**src/sv/ppit_pkg.sv**
```systemverilog
// Types and constants for the polygon point test unit.
`timescale 1ns / 1ps
package ppit_pkg;

   localparam int MAX_VERTICES_DEF = 16;
   localparam int COORD_BITS_DEF   = 16;
   localparam int COORD_CAP        = 30;
   localparam int MIN_POLY         = 3;
   localparam int FIELD_BITS       = 16;
   localparam int INDEX_BITS       = 4;
   localparam int COUNT_BITS       = 5;

   typedef enum logic [1:0] {
      OP_APPEND = 2'd0,
      OP_REMOVE = 2'd1,
      OP_TEST   = 2'd2
   } op_type;

   typedef struct packed {
      op_type                        op;
      logic signed [FIELD_BITS-1:0]  coord_x;
      logic signed [FIELD_BITS-1:0]  coord_y;
      logic [INDEX_BITS-1:0]         remove_index;
   } req_type;

   typedef struct packed {
      logic                  accepted;
      logic                  inside_res;
      logic                  convex;
      logic [COUNT_BITS-1:0] count_now;
   } rsp_type;

   // Per-cell load selection.
   typedef struct packed {
      logic take_in;
      logic take_next;
      logic take_wrap;
   } cell_cmd_type;

   // Control of the geometry pipeline.
   typedef struct packed {
      logic clear;
      logic valid;
      logic first;
   } geom_cmd_type;

   // Results collected by the geometry pipeline.
   typedef struct packed {
      logic convex_ok;
      logic inside_hit;
   } geom_stat_type;

endpackage

```
**src/sv/ppit_cell.sv**
```systemverilog
// One vertex cell of the polygon ring.
`timescale 1ns / 1ps
module ppit_cell import ppit_pkg::*; #(
   parameter int CW = COORD_BITS_DEF
) (
   input  logic                 clock,
   input  cell_cmd_type         cmd,
   input  logic signed [CW-1:0] next_x,
   input  logic signed [CW-1:0] next_y,
   input  logic signed [CW-1:0] wrap_x,
   input  logic signed [CW-1:0] wrap_y,
   input  logic signed [CW-1:0] in_x,
   input  logic signed [CW-1:0] in_y,
   output logic signed [CW-1:0] x,
   output logic signed [CW-1:0] y,
   output logic                 match
);

   logic signed [CW-1:0] x_ff;
   logic signed [CW-1:0] y_ff;

   // Load a new vertex, take the neighbor's, or close the ring.
   always_ff @(posedge clock) begin
      priority if (cmd.take_in) begin
         x_ff <= in_x;
         y_ff <= in_y;
      end else if (cmd.take_next) begin
         x_ff <= next_x;
         y_ff <= next_y;
      end else if (cmd.take_wrap) begin
         x_ff <= wrap_x;
         y_ff <= wrap_y;
      end else begin
         x_ff <= x_ff;
         y_ff <= y_ff;
      end
   end

   // Equality with the incoming vertex for the duplicate check.
   assign match = (x_ff == in_x) && (y_ff == in_y);
   assign x = x_ff;
   assign y = y_ff;

endmodule

```
**config.mk**
```make
export PLATFORM = sky130hd
export DESIGN_NAME = ppit_cell
export DESIGN_NICKNAME = d
export VERILOG_FILES = /design/src/sv/ppit_pkg.sv /design/src/sv/ppit_cell.sv
export SDC_FILE = /design/constraint.sdc
export NUM_CORES = 1
export LEC_CHECK = 0
export BUFFER_PORTS_ARGS = -buffer_cell sky130_fd_sc_hd__buf_4
export CORE_MARGIN = 8
export CORE_UTILIZATION = 35
export CTS_BUF_LIST = sky130_fd_sc_hd__clkbuf_8
export CTS_CLUSTER_DIAMETER = 40
export CTS_CLUSTER_SIZE = 8
export DETAILED_ROUTE_END_ITERATION = 8
export PLACE_DENSITY = 0.72
export SETUP_SLACK_MARGIN = 0.15
export SYNTH_ARGS = -nofsm -noshare
export SYNTH_HDL_FRONTEND = slang
export SYNTH_SLANG_ARGS = --single-unit
```
**constraint.sdc**
```tcl
create_clock -name clock -period 4.4 [get_ports clock]
set_clock_uncertainty 0.2 [all_clocks]
set_input_delay 0 -clock clock [delete_from_list [all_inputs] [get_ports clock]]
set_output_delay 0 -clock clock [all_outputs]
set_load 0.05 [all_outputs]
```
==> qor.yml, run 1 <==
die:
  die_area_um2: 8330
  ios: 133
  core-area_um2: 5510
  initial_utilization: 0.360
  rows: 27
  die_w_um: 91.3
  dieHeight_um: 91.3
route:
  drtIter0Drc: 66
  via_count: 2064
  routed_wl_um: 6940
  vias_per_cell: 4.59
  ant_nets: 0
  drtPass1Iterations: 4
  wl_per_cell_um: 15.4
  drc_errors: 0
timing:
  post-route-min-period_ns: 1.90
  hold_viol_final: 0
  slew_violations: 0
  timing.hold.ws_ns: 0.267
  rsz0062_at_grt: "false"
  timing.fmax_mhz: 527
  slew_headroom: 0.638
  tightestPinTransition_ns: 0.543
  finalSetupViolCount: 0
  finalCritPeriodShare: 0.431
  tns_ns: 0
clocking:
  htreeDepth: 2
  cts_tree: "yes"
  cts_buffer_depth: 2
  numCtsBuffers: 5
  cts_root_buffer: "clkbuf_8"
  path_clk_slew_ns: 0.07
  cts.sinks: 32
critical_path:
  required_ns: 4.20
  arrival_ns: 1.70
  crit_family: "simple AND/OR/NAND/NOR gates"
  start_kind: "flop"
  cp_cell_sequence: "xor2_1 > nor4_1 > nand4_1 > nor2_1 > buf_4"
  critPathKind: "flop to primary output"
  worstSetupEndpointType: "primary output"
  crit_fanout: 2
  critPathSlowestCell: "edfxtp_1"
  path_buf_inv: 1
  slowest_delay_ns: 0.42
global_routing:
  grt_pass1_wl_um: 11100
  grt_use_total: 0.163
  grt_overflow: 0
  grt_pass1_vias: 2333
  grt_max_degree: 66
  antenna_found_initial: 0
synthesis:
  ys_seq_area_frac: 0.484
  yosys_warnings: 0
  synth_largest_area_cell: "edfxtp_1"
  syn_nets: 283
  syn_area_per_cell_um2: 10.8
  yosysTopAreaCellShare: 0.484
  synthCells: 183
  yosys-top-cells-area: "edfxtp_1 (48%), mux2i_1 (16%), xor2_1 (14%)"
  synth-seq-cells: 32
  yosysUniqueCellTypes: 13
  netlist_area_um2: 1980
final_layout:
  areaGrowthSynthToFinish_pct: 87.9
  drive_gt1_frac: 0.371
  seq_area_um2: 961
  layout_common_cells: "buf_4 (133), dlygate4sd3_1 (64)"
  final_common_cell: "buf_4"
  multi_input_area_um2: 953
  nNetsFinal: 476
  fin_util: 0.677
  nFillCells: 451
power:
  netSwitchingPower_w: 0.000353
  p_seq_frac: 0.391
  ir_drop_mv: 0.211
  p_clk_frac: 0.210
  pwr-share-comb: 0.399
  switching_share: 0.343
  power_leakage_nw: 1.75
  p_int_w: 0.000675
  power_density_nw_per_um2: 276
placed_design:
  hpwl_um: 4890
  port_buffers: 132
  gp_congestion: 0.744
status:
  outcome: "finished clean"
job:
  drv_cap: 0
min_path:
  worst_hold_path_type: "input port to flop"
==> sequential cells by signal, summed over array words and instances (netlist names) <==
signal and flops:
x 16, y 16
==> area by class of cell <==
cell class / instances / share of cell area
repair buffers: 197 / 0.440
multi-input cells: 140 / 0.256
flip-flops and latches: 32 / 0.258
diodes: 1 / 0.000671
clock buffers: 5 / 0.0185
well taps: 72 / 0.0242
clock inverters: 3 / 0.00369
==> worst paths after layout <==
kind                    from    end  depth (start not counted)
worst max-delay path   x[14]  match                          5
worst min-delay path  cmd[0]  y[11]                          3
==> Yosys cell counts <==
cell type / instances
xor2_1: 32
nand2_1: 32
or3_1: 1
o21ai_0: 32
nor2_1: 1
buf_4: 1
nand4_1: 2
buf_2: 2
edfxtp_1: 32
clkbuf_1: 5
mux2i_1: 32
buf_6: 3
nor4_1: 8
==> power by group through the flow <==
stage | combinational, W | sequential, W | clock [W]
6_report | 0.000410 | 0.000402 | 0.000216
5_1_grt | 0.000435 | 0.000407 | 0.000234
4_1_cts | 0.000412 | 0.000402 | 0.000222
3_5_place_dp | 0.000352 | 0.000409 | 0
3_3_place_gp | 0.000350 | 0.000405 | 0
2_1_floorplan | 0.0000818 | 0.000529 | 0
==> kinds of logic after synthesis <==
logic type,Yosys count,synth area share
buffers and inverters,11,0.0353
muxes,32,0.161
DFF,32,0.484
AOI/OAI and AO/OA,32,0.0807
and+or+nand+nor,44,0.0971
xor gates and xnor gates,32,0.141
==> routing by layer <==
layer,wire [um],global-route usage
met1,2640,0.161
met2,3740,0.314
met3,435,0.0535
met4,125,0.0505
met5,0,0
==> timing repair <==
item	CTS	global route
endpoints found under the hold margin	32	0
setup buffers	0	0
gates resized for setup	0	0
hold buffers	64	0
==> worst min-delay path: cells and delay by family <==
kind	cells	cell delay, ns
AND/OR/NAND/NOR	1	0.08
buffers and inverters	2	0.44
==> through the flow <==
| step | setup slack, ns | power (W) | cells | cell area, um^2 |
|---|---|---|---|---|
| after floorplan | 2.32 | 0.000611 | 183 | 1980 |
| after global placement | 2.78 | 0.000756 | 377 | 3000 |
| after detailed placement | 2.77 | 0.000761 | 377 | 3000 |
| after CTS | 2.46 | 0.00104 | 449 | 3730 |
| after global routing | 2.39 | 0.00108 | 449 | 3730 |
| final | 2.50 | 0.00103 | 450 | 3730 |
(Power assumes the default switching activity.)
==> run 2, diff against run 1 <==
ABC_AREA = 1   (was not set)
clock period = 1.5 ns   (was 4.4 ns; I/O delays follow)
==> run 2 against run 1 <==
The flow now finishes with violations (negative setup slack). Final cell count increased by 42%. Combinational power rose to 3.4 times the previous value. Total power grew to 3.2 times the previous value. Area after synthesis rose by 13%. Critical path depth increased by 3. Hold slack worse by 0.21 ns. Global-route usage grew 4.8 points. Clock power grew to 3.1 times the previous value. Sequential cell count did not move. Via count is 48% higher. Critical endpoint unchanged. Largest cell class unchanged. Largest power group unchanged.
==> qor.yml, run 2 <==
status:
  outcome: "finished, violations left"
  failed_checks: "negative setup slack"
clocking:
  cts_tree: "yes"
  cts_buffer_depth: 2
  cts.sinks: 32
  path_clk_slew_ns: 0.07
  numCtsBuffers: 5
  htreeDepth: 2
  cts_root_buffer: "clkbuf_8"
power:
  netSwitchingPower_w: 0.00119
  ir_drop_mv: 0.400
  pwr-share-comb: 0.430
  switching_share: 0.368
  p_clk_frac: 0.204
  p_seq_frac: 0.366
  p_int_w: 0.00205
  power_leakage_nw: 2.26
  power_density_nw_per_um2: 732
timing:
  hold_viol_final: 0
  tns_ns: -0.231
  finalSetupViolCount: 1
  tightestPinTransition_ns: 0.310
  rsz0062_at_grt: "true"
  slew_violations: 0
  post-route-min-period_ns: 1.73
  slew_headroom: 0.793
  setup_slack_ns: -0.231
  timing.fmax_mhz: 578
  finalCritPeriodShare: 1.15
synthesis:
  synthFlopType: "edfxtp_1"
  synth-async-reset-ratio: 0
  synth_most_common_cell: "nand2_1"
  yosys_warnings: 0
  yosysTopAreaCellShare: 0.427
  synth_edf_count: 32
  yosysUniqueCellTypes: 13
  netlist_area_um2: 2250
  synth-seq-cells: 32
  ys_seq_area_frac: 0.427
  syn_area_per_cell_um2: 6.87
  synthCells: 328
  synth_largest_area_cell: "edfxtp_1"
  yosys-top-cells-area: "edfxtp_1 (43%), nand2_1 (18%), a21oi_1 (10%)"
  syn_nets: 428
  synthTopCellsByCount: "nand2_1 (110), nor2_1 (55), a21oi_1 (45)"
die:
  dieHeight_um: 96.2
  core-area_um2: 6280
  die_area_um2: 9260
  ios: 133
  die_w_um: 96.2
  rows: 29
  initial_utilization: 0.359
route:
  vias_per_cell: 4.77
  routed_wl_um: 9630
  drtIter0Drc: 186
  via_count: 3055
  wl_per_cell_um: 15.0
  drtPass1Iterations: 4
  drc_errors: 0
  ant_nets: 0
critical_path:
  arrival_ns: 1.53
  required_ns: 1.30
  critPathSlowestCell: "edfxtp_1"
  cp_cell_sequence: "nor2_1 > nor2_1 > nor2_1 > nand2_1 > nor2_2 > nand2_2 > nor2_4 > buf_8"
  crit_fanout: 3
  critPathKind: "flop to primary output"
  cpMostUsedCell: "nor2_1"
  worstSetupEndpointType: "primary output"
  slowest_delay_ns: 0.41
  start_kind: "flop"
job:
  drv_cap: 0
placed_design:
  post-place-cells: 530
  port_buffers: 132
  hpwl_um: 5920
  gp_congestion: 0.790
final_layout:
  nNetsFinal: 662
  nFillCells: 493
  layout_common_cells: "buf_4 (144), nand2_1 (107), dlygate4sd3_1 (96)"
  areaGrowthSynthToFinish_pct: 96.4
  final_common_cell: "buf_4"
  final_cell_count_no_fill: 641
  drive_gt1_frac: 0.291
global_routing:
  grt_overflow: 0
  antenna_found_initial: 1
  grt_pass1_wl_um: 15300
  grt_max_degree: 30
  grt_use_total: 0.211
  grt_pass1_vias: 3255
min_path:
  worst_hold_path_type: "input port to flop"
[run 2: area by class of cell]
cell class,count,area (um^2),share of cell area
Clock buffer,5,68.8,0.0156
Antenna cell,1,2.50,0.000566
Tap cell,77,96.3,0.0218
Inverter,50,189,0.0427
Sequential cell,32,961,0.217
Clock inverter,3,13.8,0.00311
Timing Repair Buffer,241,2060,0.465
Multi-Input combinational cell,232,1040,0.234
[run 2: through the flow]
stage / cell area (um^2) / power [W] / worst slack, ns / util / hold slack (ns)
floorplan: 2260 / 0.00188 / -0.122 / - / 0.0299
global placement: 3310 / 0.00232 / 0.00570 / 0.528 / 0.139
detailed placement: 3310 / 0.00234 / -0.0239 / 0.528 / 0.148
CTS: 4400 / 0.00321 / -0.210 / 0.701 / 0.0555
global route: 4420 / 0.00340 / -0.346 / 0.705 / 0.0830
finish: 4420 / 0.00324 / -0.231 / 0.705 / 0.0550
[run 2: worst paths after layout]
path,startpoint,endpoint,slack (ns),cells after the start
worst min-delay path,cmd[0],x[2],0.05,4
worst max-delay path,y[4],match,-0.23,8
[run 2: timing repair]
item,in CTS,in global routing
buffers inserted,4,2
hold buffers,96,0
gates resized for setup,5,2
hold endpoints to repair,32,0
endpoints found under the setup margin,1,1
pin swaps,11,5
[run 2: critical path, delay by kind of cell, from the launching register on]
kind | cells | cell delay (ns)
buf+inv | 1 | 0.15
simple gates | 7 | 0.70
flops | 1 | 0.41
[run 2: power groups by stage]
stage	combinational, W	clock [W]	sequential [W]
floorplan	0.000327	0	0.00156
global placement	0.00113	0	0.00119
detailed placement	0.00114	0	0.00120
CTS	0.00136	0.000668	0.00118
global route	0.00150	0.000702	0.00120
finish	0.00139	0.000660	0.00119
[run 2: per-layer routing]
metal	track usage	up-vias	wire length, um
met2	0.393	109	5070
li1	-	1508	-
met3	0.0616	18	850
met4	0.0781	0	220
met5	0	-	0
met1	0.217	1420	3490
[run 2: kinds of logic after synthesis]
logic type             after synthesis  synth area share
AND/OR/NAND/NOR                    165             0.275
buffers and inverters               64             0.123
flip-flops                          32             0.427
AO/OA/AOI/OAI                       64             0.163
XOR/XNOR                             3            0.0117
